### config.mk
export PLATFORM = sky130hd
export DESIGN_NAME = vehicle_kinematic_step
export DESIGN_NICKNAME = d
export VERILOG_FILES = /design/src/hdl/vks_pkg.sv /design/src/hdl/vks_ctrl.sv /design/src/hdl/vks_dp.sv /design/src/hdl/vehicle_kinematic_step.sv
export SDC_FILE = /design/constraint.sdc
export NUM_CORES = 2
export LEC_CHECK = 0
export BUFFER_PORTS_ARGS = -buffer_cell sky130_fd_sc_hd__buf_2
export CAP_MARGIN = 20
export CORE_MARGIN = 2
export CORE_UTILIZATION = 40
export DETAILED_ROUTE_END_ITERATION = 8
export GPL_TIMING_DRIVEN = 0
export PLACE_DENSITY_LB_ADDON = 0.1
export SLEW_MARGIN = 10
export SYNTH_ARGS = -nofsm -noshare
export SYNTH_HDL_FRONTEND = slang
export SYNTH_HIERARCHICAL = 1
export SYNTH_SLANG_ARGS = --single-unit
### constraint.sdc
create_clock -name aclk -period 29.1 [get_ports aclk]
set_clock_uncertainty 0.05 [all_clocks]
set_input_delay 1.455 -clock aclk [delete_from_list [all_inputs] [get_ports aclk]]
set_output_delay 1.455 -clock aclk [all_outputs]
set_load 0.02 [all_outputs]
### src/hdl/vks_pkg.sv
// Shared types, constants and helper functions for the vehicle kinematic step block.
// Used by vks_ctrl, vks_dp and vehicle_kinematic_step; depends on nothing else.
package vks_pkg;

    localparam logic [24:0] DEG90  = 25'd5898240;
    localparam logic [24:0] DEG180 = 25'd11796480;
    localparam logic [24:0] DEG360 = 25'd23592960;
    localparam int unsigned CORDIC_STEPS = 20;
    localparam logic signed [33:0] CORDIC_GAIN = 34'sd652032874;
    localparam logic signed [15:0] DEADBAND = 16'sd25;
    localparam int unsigned RED_STEPS = 8;

    localparam logic [7:0] REG_SPEED_MIN = 8'd0;
    localparam logic [7:0] REG_SPEED_MAX = 8'd1;
    localparam logic [7:0] REG_STEER_MIN = 8'd2;
    localparam logic [7:0] REG_STEER_MAX = 8'd3;

    typedef enum logic [3:0] {
        ST_IDLE, ST_SD, ST_CORD, ST_MX0, ST_MX1, ST_MZ0, ST_MZ1, ST_MDH, ST_HSUM,
        ST_RED, ST_DONE
    } state_t;

    typedef enum logic [3:0] {
        OP_NONE, OP_LOAD, OP_SD, OP_CORD, OP_X0, OP_X1, OP_Z0, OP_Z1, OP_DH,
        OP_HSUM, OP_RED, OP_DONE
    } op_t;

    typedef enum logic [1:0] {
        MODE_KEEP, MODE_HIGH, MODE_LOW
    } mode_t;

    typedef struct packed {
        op_t        op;
        logic [4:0] iter;
    } cmd_t;

    typedef struct packed {
        logic out_free;
    } status_t;

    function automatic logic signed [26:0] atan_deg(input logic [4:0] i);
        logic signed [26:0] r;
        unique case (i)
            5'd0:  r = 27'sd2949120;
            5'd1:  r = 27'sd1740967;
            5'd2:  r = 27'sd919879;
            5'd3:  r = 27'sd466945;
            5'd4:  r = 27'sd234379;
            5'd5:  r = 27'sd117304;
            5'd6:  r = 27'sd58666;
            5'd7:  r = 27'sd29335;
            5'd8:  r = 27'sd14668;
            5'd9:  r = 27'sd7334;
            5'd10: r = 27'sd3667;
            5'd11: r = 27'sd1833;
            5'd12: r = 27'sd917;
            5'd13: r = 27'sd458;
            5'd14: r = 27'sd229;
            5'd15: r = 27'sd115;
            5'd16: r = 27'sd57;
            5'd17: r = 27'sd29;
            5'd18: r = 27'sd14;
            5'd19: r = 27'sd7;
            default: r = 27'sd0;
        endcase
        return r;
    endfunction

    function automatic logic signed [31:0] sat32(input logic signed [33:0] v);
        logic signed [31:0] r;
        if (v > 34'sd2147483647) begin
            r = 32'sh7FFFFFFF;
        end else if (v < -34'sd2147483648) begin
            r = 32'sh80000000;
        end else begin
            r = v[31:0];
        end
        return r;
    endfunction

endpackage

### src/hdl/vks_ctrl.sv
// Sequencer for the kinematic step: walks load, multiply, CORDIC, heading wrap and output.
// Depends on vks_pkg; drives vks_dp through cmd_t and reads status_t.
module vks_ctrl (
    input  logic             aclk,
    input  logic             aresetn,
    input  logic             s_valid,
    output logic             s_ready,
    input  vks_pkg::status_t status,
    output vks_pkg::cmd_t    cmd
);
    import vks_pkg::*;

    state_t     state_reg, state_next;
    logic [4:0] cnt_reg, cnt_next;

    always_ff @(posedge aclk) begin
        if (!aresetn) begin
            state_reg <= ST_IDLE;
            cnt_reg   <= '0;
        end else begin
            state_reg <= state_next;
            cnt_reg   <= cnt_next;
        end
    end

    always_comb begin
        state_next = state_reg;
        cnt_next   = cnt_reg;
        cmd.op     = OP_NONE;
        cmd.iter   = cnt_reg;
        s_ready    = 1'b0;
        unique case (state_reg)
            ST_IDLE: begin
                s_ready = 1'b1;
                if (s_valid) begin
                    cmd.op     = OP_LOAD;
                    state_next = ST_SD;
                end
            end
            ST_SD: begin
                cmd.op     = OP_SD;
                cnt_next   = '0;
                state_next = ST_CORD;
            end
            ST_CORD: begin
                cmd.op = OP_CORD;
                if (cnt_reg == 5'(CORDIC_STEPS - 1)) begin
                    cnt_next   = '0;
                    state_next = ST_MX0;
                end else begin
                    cnt_next = cnt_reg + 5'd1;
                end
            end
            ST_MX0: begin
                cmd.op     = OP_X0;
                state_next = ST_MX1;
            end
            ST_MX1: begin
                cmd.op     = OP_X1;
                state_next = ST_MZ0;
            end
            ST_MZ0: begin
                cmd.op     = OP_Z0;
                state_next = ST_MZ1;
            end
            ST_MZ1: begin
                cmd.op     = OP_Z1;
                state_next = ST_MDH;
            end
            ST_MDH: begin
                cmd.op     = OP_DH;
                state_next = ST_HSUM;
            end
            ST_HSUM: begin
                cmd.op     = OP_HSUM;
                cnt_next   = '0;
                state_next = ST_RED;
            end
            ST_RED: begin
                cmd.op = OP_RED;
                if (cnt_reg == 5'(RED_STEPS - 1)) begin
                    cnt_next   = '0;
                    state_next = ST_DONE;
                end else begin
                    cnt_next = cnt_reg + 5'd1;
                end
            end
            ST_DONE: begin
                if (status.out_free) begin
                    cmd.op     = OP_DONE;
                    state_next = ST_IDLE;
                end
            end
            default: begin
                state_next = ST_IDLE;
            end
        endcase
    end

    a_accept_starts: assert property (@(posedge aclk) disable iff (!aresetn)
        (s_valid && s_ready) |=> (state_reg == ST_SD))
        else $error("accepted beat did not start the sequence");

    a_cordic_count: assert property (@(posedge aclk) disable iff (!aresetn)
        (state_reg == ST_CORD) |-> (cnt_reg < 5'(CORDIC_STEPS)))
        else $error("CORDIC iteration count out of range");

endmodule

### src/hdl/vks_dp.sv
// Datapath for the kinematic step: limits, state, shared multiplier, CORDIC, heading wrap.
// Depends on vks_pkg; sequenced by vks_ctrl through cmd_t.
module vks_dp (
    input  logic                aclk,
    input  logic                aresetn,
    input  vks_pkg::cmd_t       cmd,
    output vks_pkg::status_t    status,
    input  logic                cfg_valid,
    input  logic [7:0]          cfg_index,
    input  logic [15:0]         cfg_data,
    input  logic signed [15:0]  s_speed_cmd,
    input  logic signed [15:0]  s_steer_cmd,
    input  logic [15:0]         s_time_step,
    output logic                m_valid,
    input  logic                m_ready,
    output logic signed [31:0]  m_pos_x,
    output logic signed [31:0]  m_pos_z,
    output logic [24:0]         m_heading_out,
    output logic signed [31:0]  m_dist_out,
    output logic signed [15:0]  m_speed_out,
    output logic signed [15:0]  m_steer_out
);
    import vks_pkg::*;

    logic signed [15:0] speed_min_reg, steer_min_reg;
    logic [14:0]        speed_max_reg, steer_max_reg;
    logic signed [31:0] x_pos_reg, z_pos_reg, travelled_reg;
    logic [24:0]        heading_reg;
    logic               m_valid_reg;

    logic signed [15:0] spd_reg, str_reg;
    logic [15:0]        dt_reg;
    logic signed [32:0] sd_reg;
    logic signed [51:0] p_reg;
    logic signed [67:0] ax_reg, az_reg;
    logic signed [33:0] cx_reg, cy_reg;
    logic signed [26:0] ca_reg;
    logic               neg_reg;
    logic [31:0]        u_reg;
    mode_t              mode_reg;

    // clamp, upper limit first
    logic signed [16:0] spd_c, str_c;
    always_comb begin
        spd_c = 17'(s_speed_cmd);
        if (spd_c > $signed({2'b00, speed_max_reg})) spd_c = $signed({2'b00, speed_max_reg});
        if (spd_c < 17'(speed_min_reg)) spd_c = 17'(speed_min_reg);
        str_c = 17'(s_steer_cmd);
        if (str_c > $signed({2'b00, steer_max_reg})) str_c = $signed({2'b00, steer_max_reg});
        if (str_c < 17'(steer_min_reg)) str_c = 17'(steer_min_reg);
    end

    // fold heading into -90..90
    logic signed [26:0] a0, af;
    logic               fneg;
    always_comb begin
        a0 = $signed({2'b00, heading_reg});
        if (heading_reg > DEG180) a0 = a0 - $signed({2'b00, DEG360});
        af   = a0;
        fneg = 1'b0;
        if (a0 > $signed({2'b00, DEG90})) begin
            af   = a0 - $signed({2'b00, DEG180});
            fneg = 1'b1;
        end else if (a0 < -$signed({2'b00, DEG90})) begin
            af   = a0 + $signed({2'b00, DEG180});
            fneg = 1'b1;
        end
    end

    logic signed [33:0] xs, ys, cos_v, sin_v;
    logic signed [26:0] atn;
    assign xs    = cx_reg >>> cmd.iter;
    assign ys    = cy_reg >>> cmd.iter;
    assign atn   = atan_deg(cmd.iter);
    assign cos_v = neg_reg ? -cx_reg : cx_reg;
    assign sin_v = neg_reg ? -cy_reg : cy_reg;

    // shared multiplier
    logic signed [33:0] ma;
    logic signed [17:0] mb;
    logic signed [51:0] prod;
    always_comb begin
        ma = '0;
        mb = '0;
        unique case (cmd.op)
            OP_SD: begin
                ma = 34'(spd_reg);
                mb = $signed({2'b00, dt_reg});
            end
            OP_X0: begin
                ma = cos_v;
                mb = $signed({2'b00, sd_reg[15:0]});
            end
            OP_X1: begin
                ma = cos_v;
                mb = $signed({sd_reg[32], sd_reg[32:16]});
            end
            OP_Z0: begin
                ma = sin_v;
                mb = $signed({2'b00, sd_reg[15:0]});
            end
            OP_Z1: begin
                ma = sin_v;
                mb = $signed({sd_reg[32], sd_reg[32:16]});
            end
            OP_DH: begin
                ma = 34'(sd_reg);
                mb = 18'(str_reg);
            end
            default: begin
                ma = '0;
                mb = '0;
            end
        endcase
    end
    assign prod = ma * mb;

    // heading sum, position and distance updates
    logic signed [32:0] dh;
    logic signed [33:0] hv, xsum, zsum, dsum;
    logic signed [67:0] xr, zr;
    logic signed [32:0] sd_db, dinc;
    logic               spd_dead, str_dead;
    logic [31:0]        u_new;
    mode_t              mode_new;
    always_comb begin
        dh   = 33'((p_reg + 52'sd32768) >>> 16);
        hv   = $signed({9'd0, heading_reg}) + 34'(dh);
        xr   = (ax_reg + (68'sd1 <<< 37)) >>> 38;
        zr   = (az_reg + (68'sd1 <<< 37)) >>> 38;
        xsum = 34'(x_pos_reg) + 34'(xr);
        zsum = 34'(z_pos_reg) + 34'(zr);
        spd_dead = (spd_reg >= -DEADBAND) && (spd_reg <= DEADBAND);
        str_dead = (str_reg >= -DEADBAND) && (str_reg <= DEADBAND);
        sd_db = spd_dead ? 33'sd0 : sd_reg;
        dinc  = (sd_db + 33'sd128) >>> 8;
        dsum  = 34'(travelled_reg) + 34'(dinc);
        if (hv > $signed({9'd0, DEG360})) begin
            mode_new = MODE_HIGH;
            u_new    = 32'(hv - 34'sd1);
        end else if (hv < 34'sd0) begin
            mode_new = MODE_LOW;
            u_new    = 32'(-34'sd1 - hv);
        end else begin
            mode_new = MODE_KEEP;
            u_new    = 32'(hv);
        end
    end

    logic [32:0] red_sub;
    logic [2:0]  red_k;
    logic [24:0] h_fin;
    always_comb begin
        red_k   = 3'(RED_STEPS - 1) - cmd.iter[2:0];
        red_sub = {8'd0, DEG360} << red_k;
        unique case (mode_reg)
            MODE_HIGH: h_fin = 25'(u_reg + 32'd1);
            MODE_LOW:  h_fin = 25'({7'd0, DEG360} - 32'd1 - u_reg);
            default:   h_fin = 25'(u_reg);
        endcase
    end

    always_ff @(posedge aclk) begin
        if (!aresetn) begin
            speed_min_reg <= -16'sd1024;
            speed_max_reg <= 15'd2560;
            steer_min_reg <= -16'sd3840;
            steer_max_reg <= 15'd3840;
            x_pos_reg     <= '0;
            z_pos_reg     <= '0;
            heading_reg   <= '0;
            travelled_reg <= '0;
            m_valid_reg   <= 1'b0;
            mode_reg      <= MODE_KEEP;
            neg_reg       <= 1'b0;
        end else begin
            if (cfg_valid) begin
                priority case (cfg_index)
                    REG_SPEED_MIN: speed_min_reg <= cfg_data;
                    REG_SPEED_MAX: speed_max_reg <= cfg_data[14:0];
                    REG_STEER_MIN: steer_min_reg <= cfg_data;
                    REG_STEER_MAX: steer_max_reg <= cfg_data[14:0];
                    default: ;
                endcase
            end
            unique case (cmd.op)
                OP_LOAD: begin
                    spd_reg <= spd_c[15:0];
                    str_reg <= str_c[15:0];
                    dt_reg  <= s_time_step;
                    cx_reg  <= CORDIC_GAIN;
                    cy_reg  <= '0;
                    ca_reg  <= af;
                    neg_reg <= fneg;
                end
                OP_SD: p_reg <= prod;
                OP_CORD: begin
                    sd_reg <= p_reg[32:0];
                    if (!ca_reg[26]) begin
                        cx_reg <= cx_reg - ys;
                        cy_reg <= cy_reg + xs;
                        ca_reg <= ca_reg - atn;
                    end else begin
                        cx_reg <= cx_reg + ys;
                        cy_reg <= cy_reg - xs;
                        ca_reg <= ca_reg + atn;
                    end
                end
                OP_X0: p_reg <= prod;
                OP_X1: begin
                    ax_reg <= 68'(p_reg);
                    p_reg  <= prod;
                end
                OP_Z0: begin
                    ax_reg <= ax_reg + (68'(p_reg) <<< 16);
                    p_reg  <= prod;
                end
                OP_Z1: begin
                    az_reg <= 68'(p_reg);
                    p_reg  <= prod;
                end
                OP_DH: begin
                    az_reg <= az_reg + (68'(p_reg) <<< 16);
                    p_reg  <= prod;
                end
                OP_HSUM: begin
                    x_pos_reg     <= sat32(xsum);
                    z_pos_reg     <= sat32(zsum);
                    travelled_reg <= sat32(dsum);
                    u_reg         <= u_new;
                    mode_reg      <= mode_new;
                    if (spd_dead) spd_reg <= '0;
                    if (str_dead) str_reg <= '0;
                end
                OP_RED: begin
                    if (mode_reg != MODE_KEEP && {1'b0, u_reg} >= red_sub) begin
                        u_reg <= 32'({1'b0, u_reg} - red_sub);
                    end
                end
                default: ;
            endcase
            if (cmd.op == OP_DONE) begin
                heading_reg   <= h_fin;
                m_valid_reg   <= 1'b1;
                m_pos_x       <= x_pos_reg;
                m_pos_z       <= z_pos_reg;
                m_heading_out <= h_fin;
                m_dist_out    <= travelled_reg;
                m_speed_out   <= spd_reg;
                m_steer_out   <= str_reg;
            end else if (m_ready) begin
                m_valid_reg <= 1'b0;
            end
        end
    end

    assign m_valid         = m_valid_reg;
    assign status.out_free = !m_valid_reg || m_ready;

    a_heading_range: assert property (@(posedge aclk) disable iff (!aresetn)
        heading_reg <= DEG360)
        else $error("heading left 0..360");

    a_result_source: assert property (@(posedge aclk) disable iff (!aresetn)
        $rose(m_valid_reg) |-> $past(cmd.op == OP_DONE))
        else $error("result beat raised outside completion");

endmodule

### src/hdl/vehicle_kinematic_step.sv
// Top level of the vehicle kinematic step: one Euler step of a unicycle model per input beat.
// Depends on vks_pkg, vks_ctrl and vks_dp.
//
//   channel  direction  handshake           payload
//   s_       in         s_valid/s_ready     speed_cmd, steer_cmd, time_step
//   m_       out        m_valid/m_ready     pos_x, pos_z, heading_out, dist_out,
//                                           speed_out, steer_out
//   cfg_     in         cfg_valid/cfg_ready cfg_index, cfg_data
//
// Between acceptance and the next possible acceptance a beat runs 20 CORDIC
// iterations, six passes through the shared multiplier and eight heading-reduction steps.
// When the result appears, s_ready rises again in the same cycle.
// A stalled result holds the sequencer in its last step until the output register is free.
// aresetn is synchronous; it clears position, heading, distance and loads the default limits.
module vehicle_kinematic_step (
    input  logic               aclk,
    input  logic               aresetn,
    input  logic               s_valid,
    output logic               s_ready,
    input  logic signed [15:0] s_speed_cmd,
    input  logic signed [15:0] s_steer_cmd,
    input  logic [15:0]        s_time_step,
    output logic               m_valid,
    input  logic               m_ready,
    output logic signed [31:0] m_pos_x,
    output logic signed [31:0] m_pos_z,
    output logic [24:0]        m_heading_out,
    output logic signed [31:0] m_dist_out,
    output logic signed [15:0] m_speed_out,
    output logic signed [15:0] m_steer_out,
    input  logic               cfg_valid,
    output logic               cfg_ready,
    input  logic [7:0]         cfg_index,
    input  logic [15:0]        cfg_data
);
    import vks_pkg::*;

    cmd_t    cmd;
    status_t status;

    assign cfg_ready = 1'b1;

    vks_ctrl u_ctrl (
        .aclk    (aclk),
        .aresetn (aresetn),
        .s_valid (s_valid),
        .s_ready (s_ready),
        .status  (status),
        .cmd     (cmd)
    );

    vks_dp u_dp (
        .aclk          (aclk),
        .aresetn       (aresetn),
        .cmd           (cmd),
        .status        (status),
        .cfg_valid     (cfg_valid),
        .cfg_index     (cfg_index),
        .cfg_data      (cfg_data),
        .s_speed_cmd   (s_speed_cmd),
        .s_steer_cmd   (s_steer_cmd),
        .s_time_step   (s_time_step),
        .m_valid       (m_valid),
        .m_ready       (m_ready),
        .m_pos_x       (m_pos_x),
        .m_pos_z       (m_pos_z),
        .m_heading_out (m_heading_out),
        .m_dist_out    (m_dist_out),
        .m_speed_out   (m_speed_out),
        .m_steer_out   (m_steer_out)
    );

endmodule
# Word level (Yosys, flattened, before mapping)
# Memories as Yosys holds them, arrays and structs flattened. A register that Yosys moved wholly into a read port is not among the register bits.
# Index checks and enable logic that the tools add are counted.
[totals]
ff_bits = 745
mem_bits_ro = 704
inputBits = 77
output_inout_bits = 156
word_cells = 209
mem_count = 1
[op_classes]
add_sub_neg = 28
multipliers = 1
order_cmp = 20
eq_ne = 35
n_shift = 3
mux = 55
reduce_logical = 36
[mem_list]
columns = ["name", "words", "word_bits", "rd", "rd_ports_with_merged_regs", "write_ports", "line", "text"]
rows = [
  ["(no name shown)", 32, 22, 1, 1, 0, "vks_pkg.sv:43", "unique case (i)"],
]
[op_table]
columns = ["op", "count"]
rows = [
  ["$mux W32", 9],
  ["$pmux W68 S2", 2],
  ["$add A68 B39 Y68 const B", 2],
  ["$add A68 B68 Y68", 2],
  ["$mux W34", 4],
  ["$pmux W34 S2", 2],
  ["$pmux W34 S4", 1],
  ["$mux W27", 4],
  ["$gt A34 B32 Y1 const B", 3],
  ["$lt A34 B32 Y1 const B", 3],
  ["$pmux W4 S11", 2],
  ["$pmux W18 S4", 1],
  ["$add A34 B34 Y34", 2],
  ["$neg A34 Y34", 2],
  ["$sshr A34 B5 Y34", 2],
  ["$sub A34 B34 Y34", 2],
  ["$add A32 B30 Y33", 2],
  ["$mux W16", 4],
  ["$pmux W16 S2", 2],
  ["$pmux W32 S2", 1],
  ["$pmux W27 S2", 1],
  ["$mul A34 B18 Y52", 1],
  ["$pmux W25 S2", 1],
  ["$add A49 B17 Y49 const B", 1],
  ["other kinds (57)", 122],
]

# Logic depth before layout (Yosys ltp)
[logic_depth]
word_depth = 8
ltp_mapped = 41
depth_no_buf = 38

# Modules after synthesis
# Netlist, hierarchy kept.
[by_module_without_submodules]
columns = ["module", "instances", "cells_per_inst", "area_per_inst_um2", "seq_area_each_um2"]
rows = [
  ["vks_dp", 1, 8585, 76342.0, 19268.5],
  ["vks_ctrl", 1, 86, 699.4, 180.2],
  ["vehicle_kinematic_step", 1, 2, 11.3, 0.0],
]

# Worst setup path before layout
# OpenSTA, ideal clock, no wires.
[synth_path]
path_type = "in2reg"
startpoint = "input port m_ready"
endpoint = "register u_dp.p_reg[49] (data pin)"
setup_ps = 262
arrival_ps = 10296
t_required_ps = 28788
setup_slack_ps = 18491
path_stages = 35
n_path_buf = 4
path_cell_list = "nand2b_1 -> inv_1 -> o21ai_0 -> a31o_2 -> clkbuf_1 -> nand2b_1 -> nor3_1 -> clkbuf_1 -> buf_1 -> a22oi_1 -> o21ai_1 -> clkbuf_1 -> nand2_1 -> fa_1 -> inv_1 -> fa_1 -> fa_1 -> fa_1 -> fa_1 -> inv_1 -> fa_1 -> inv_1 -> ha_1 -> a21oi_1 -> o21ai_0 -> a21o_1 -> a21oi_1 -> nor2_1 -> a2111oi_0 -> a31oi_1 -> o41ai_1 -> o21bai_1 -> a2111oi_0 -> o21bai_1 -> xor2_1"
[synth_lines]
columns = ["item", "line", "text"]
rows = [
  ["from (decl)", "vehicle_kinematic_step.sv:24", "input logic m_ready,"],
  ["to (signal assigned)", "vks_dp.sv:196", "OP_SD: p_reg <= prod;"],
  ["to (signal assigned)", "vks_dp.sv:209", "OP_X0: p_reg <= prod;"],
  ["to (signal assigned)", "vks_dp.sv:212", "p_reg <= prod;"],
  ["to (decl)", "vks_dp.sv:34", "logic signed [51:0] p_reg;"],
]

==> results.cfg <==
[timing]
fin_crit_ps = 14410
hold_viol = 0
fin_crit_sh = 0.4950
fin_tns_setup_ps = 0
grt_setup_unrepaired = false
finalSetupViolCount = 0
relSlewSlack = 0.06197
worst_pin_slew_ps = 1407
fmax_ghz = 0.06942
finalMaxSlewViolations = 0

[global_route]
grt_start_max_net_pins = 51
grtUsageMet3 = 0.05347
busiest_layer = met2
met2_usage = 0.4636
grt_usage = 0.2967
antenna_found_initial = 15
grt_pass1_wl_mm = 433.3
grt_pass1_vias = 65410
grt_overflow = 0
grtUsageMet1 = 0.3963

[yosys]
syn-num-nets = 9893
synth-xor-area-share = 0.07047
synth_compound_area_frac = 0.1681
syn-mean-instance-area_sq_um = 8.884
synth_cell_types = 114
yosys_most_used_dff = edfxtp_1
async_reset_ff_frac = 0
synth_top_family_by_area = adder cells
yosys_warnings = 6
synth-edff-count = 517
synth_area_sq_um = 77050
synthAdderAreaFrac = 0.2436
synth_cells = 8673
ys_seq_elements = 713
synth.area.mux_share = 0.04381
ys_seq_area_frac = 0.2524
yosys.area_share.simple = 0.1531

[floorplan]
die_w_microns = 442.9
dieHeight_microns = 442.9
die_area_sq_um = 196200
pin_count = 233
core_area_sq_um = 192000
start_util = 0.4014
rows = 161

[clock_network]
cts.sinks = 713
htreeDepth = 3
clockBufferDepth = 3
cts_buffers = 93
cts_root_buffer = clkbuf_16
clock_latency_ps = 760
path_clk_slew_ps = 60
cts-hold-fix-buffers = 0
post_cts_buffers = 0
cts_resized = 0
cts_tree = built

[cells_and_area]
fin_cells = 11680
layout_commonest_cell = nand2_1
final_cell_area_sq_um = 85880
nFillCells = 18980
final_cell_mix = 1,018 x nand2_1, 944 x inv_1, 725 x nor2_1
syn2layout_area_growth_pct = 11.45
final-seq-area_sq_um = 19450
final_layout_size_suffix_gt1_frac = 0.08189
final_nets = 10290
multi_input_area_sq_um = 52610

[placement]
numPortBuffers = 230
post-dp-hpwl_mm = 242.4
dpl.cell_count = 11490
placed_cell_area_sq_um = 82460
gp_congestion = 1.018

[routing]
drc = 0
routedWlPerCell_microns = 25.51
postRouteWirelength_mm = 297.9
avgViaCountPerCell = 5.741
drt-pass1-iter-count = 6
ant_nets = 0
first_iter_violations = 5793
vias = 67040

[power]
vdd_drop_max_v = 0.0001365
seqPwrFrac = 0.181
p_clk_frac = 0.119
power_density_nw_per_um2 = 122.3
p_sw_frac = 0.5345
p_leak_uw = 0.03714
intPower_uw = 4891
comb_power_share = 0.701
switchingPower_uw = 5615

[setup_path]
required_ps = 29550
crit_top_cell = fa_1
startpoint_type = input pin
cpMaxStageDelayCell = o41ai_1
cp-end-kind = flip-flop
slowest_delay_ps = 840
criticalPathCategory = input pin to flip-flop
crit_fanout = 10
arrival_ps = 14860

[run]
max_cap_viol_count = 0

[outcome]
outcome = complete, no violations

[min_path]
hp-class = flip-flop to flip-flop
final cells by class:
class	count	share of cell area
sequential	713	0.2265
multi-input combinational	6617	0.6126
clock inverter	61	0.007926
buffer	393	0.02005
timing repair buffer	298	0.02366
tap	2526	0.03680
clock buffer	114	0.03079
antenna	5	0.0001457
inverter	950	0.04152
stage by stage:
step	power (uW)	util	setup slack, ps	hold WS (ps)
2_1_floorplan	6654	-	18490	381.5
3_5_place_dp	9088	0.4295	14030	398.3
5_1_grt	11280	0.4473	14200	441.5
4_1_cts	10420	0.4469	14820	406.7
6_report	10510	0.4473	14690	404.1
3_3_place_gp	8976	0.4238	12630	396.6
worst paths after layout:
kind | start | end | slack [ps] | cells past startpoint
max reg2reg | u_ctrl/state_reg[3]$_SDFFE_PN0P_ | u_dp/p_reg[49]$_DFFE_PP_ | 15030 | 36
min reg2reg | u_dp/steer_min_reg[11]$_SDFFE_PN0P_ | u_dp/steer_min_reg[11]$_SDFFE_PN0P_ | 400 | 2
min | u_dp/steer_min_reg[11]$_SDFFE_PN0P_ | u_dp/steer_min_reg[11]$_SDFFE_PN0P_ | 400 | 2
max | m_ready | u_dp/p_reg[49]$_DFFE_PP_ | 14690 | 37
Yosys cell counts, drive strengths merged, types with 196 or more instances:
cell | number | area share
a21o | 211 | 0.021
a21oi | 669 | 0.044
clkbuf | 316 | 0.015
dfxtp | 196 | 0.051
edfxtp | 517 | 0.20
fa | 595 | 0.15
ha | 548 | 0.089
inv | 949 | 0.046
nand2 | 1018 | 0.050
nor2 | 731 | 0.036
o21ai | 425 | 0.028
xnor2 | 347 | 0.039
xor2 | 273 | 0.031
critical path, delay by kind of cell:
kind | cells | cell delay, ps
AO/OA/AOI/OAI | 13 | 5000
XOR/XNOR | 1 | 170
adder cells (fa/ha/maj) | 7 | 3400
buffers and inverters | 10 | 3270
AND/OR/NAND/NOR | 6 | 1510
power groups by stage:
stage	sequential [uW]	clock (uW)	combinational (uW)
global placement	1940	0	7040
detailed placement	1900	0	7190
floorplan	1660	0	4990
global route	1900	1320	8070
CTS	1880	1280	7250
finish	1900	1250	7360
metal layers:
metal / wire (microns) / vias up
met3: 22180 / 505
met1: 126600 / 33220
met4: 16300 / 6
li1: - / 30850
met2: 132700 / 2456
met5: 32 / -
cell families (layout without fill, tap and decap cells):
family / count (synthesis) / in the layout
simple gates: 2596 / 2596
compound gates: 2027 / 2027
buf+inv: 1343 / 1816
fa+ha+maj: 1143 / 1143
flops: 713 / 713
xor+xnor: 620 / 620
mux: 230 / 230
other cells: 1 / 6
Power figures use the tool's default switching activity.
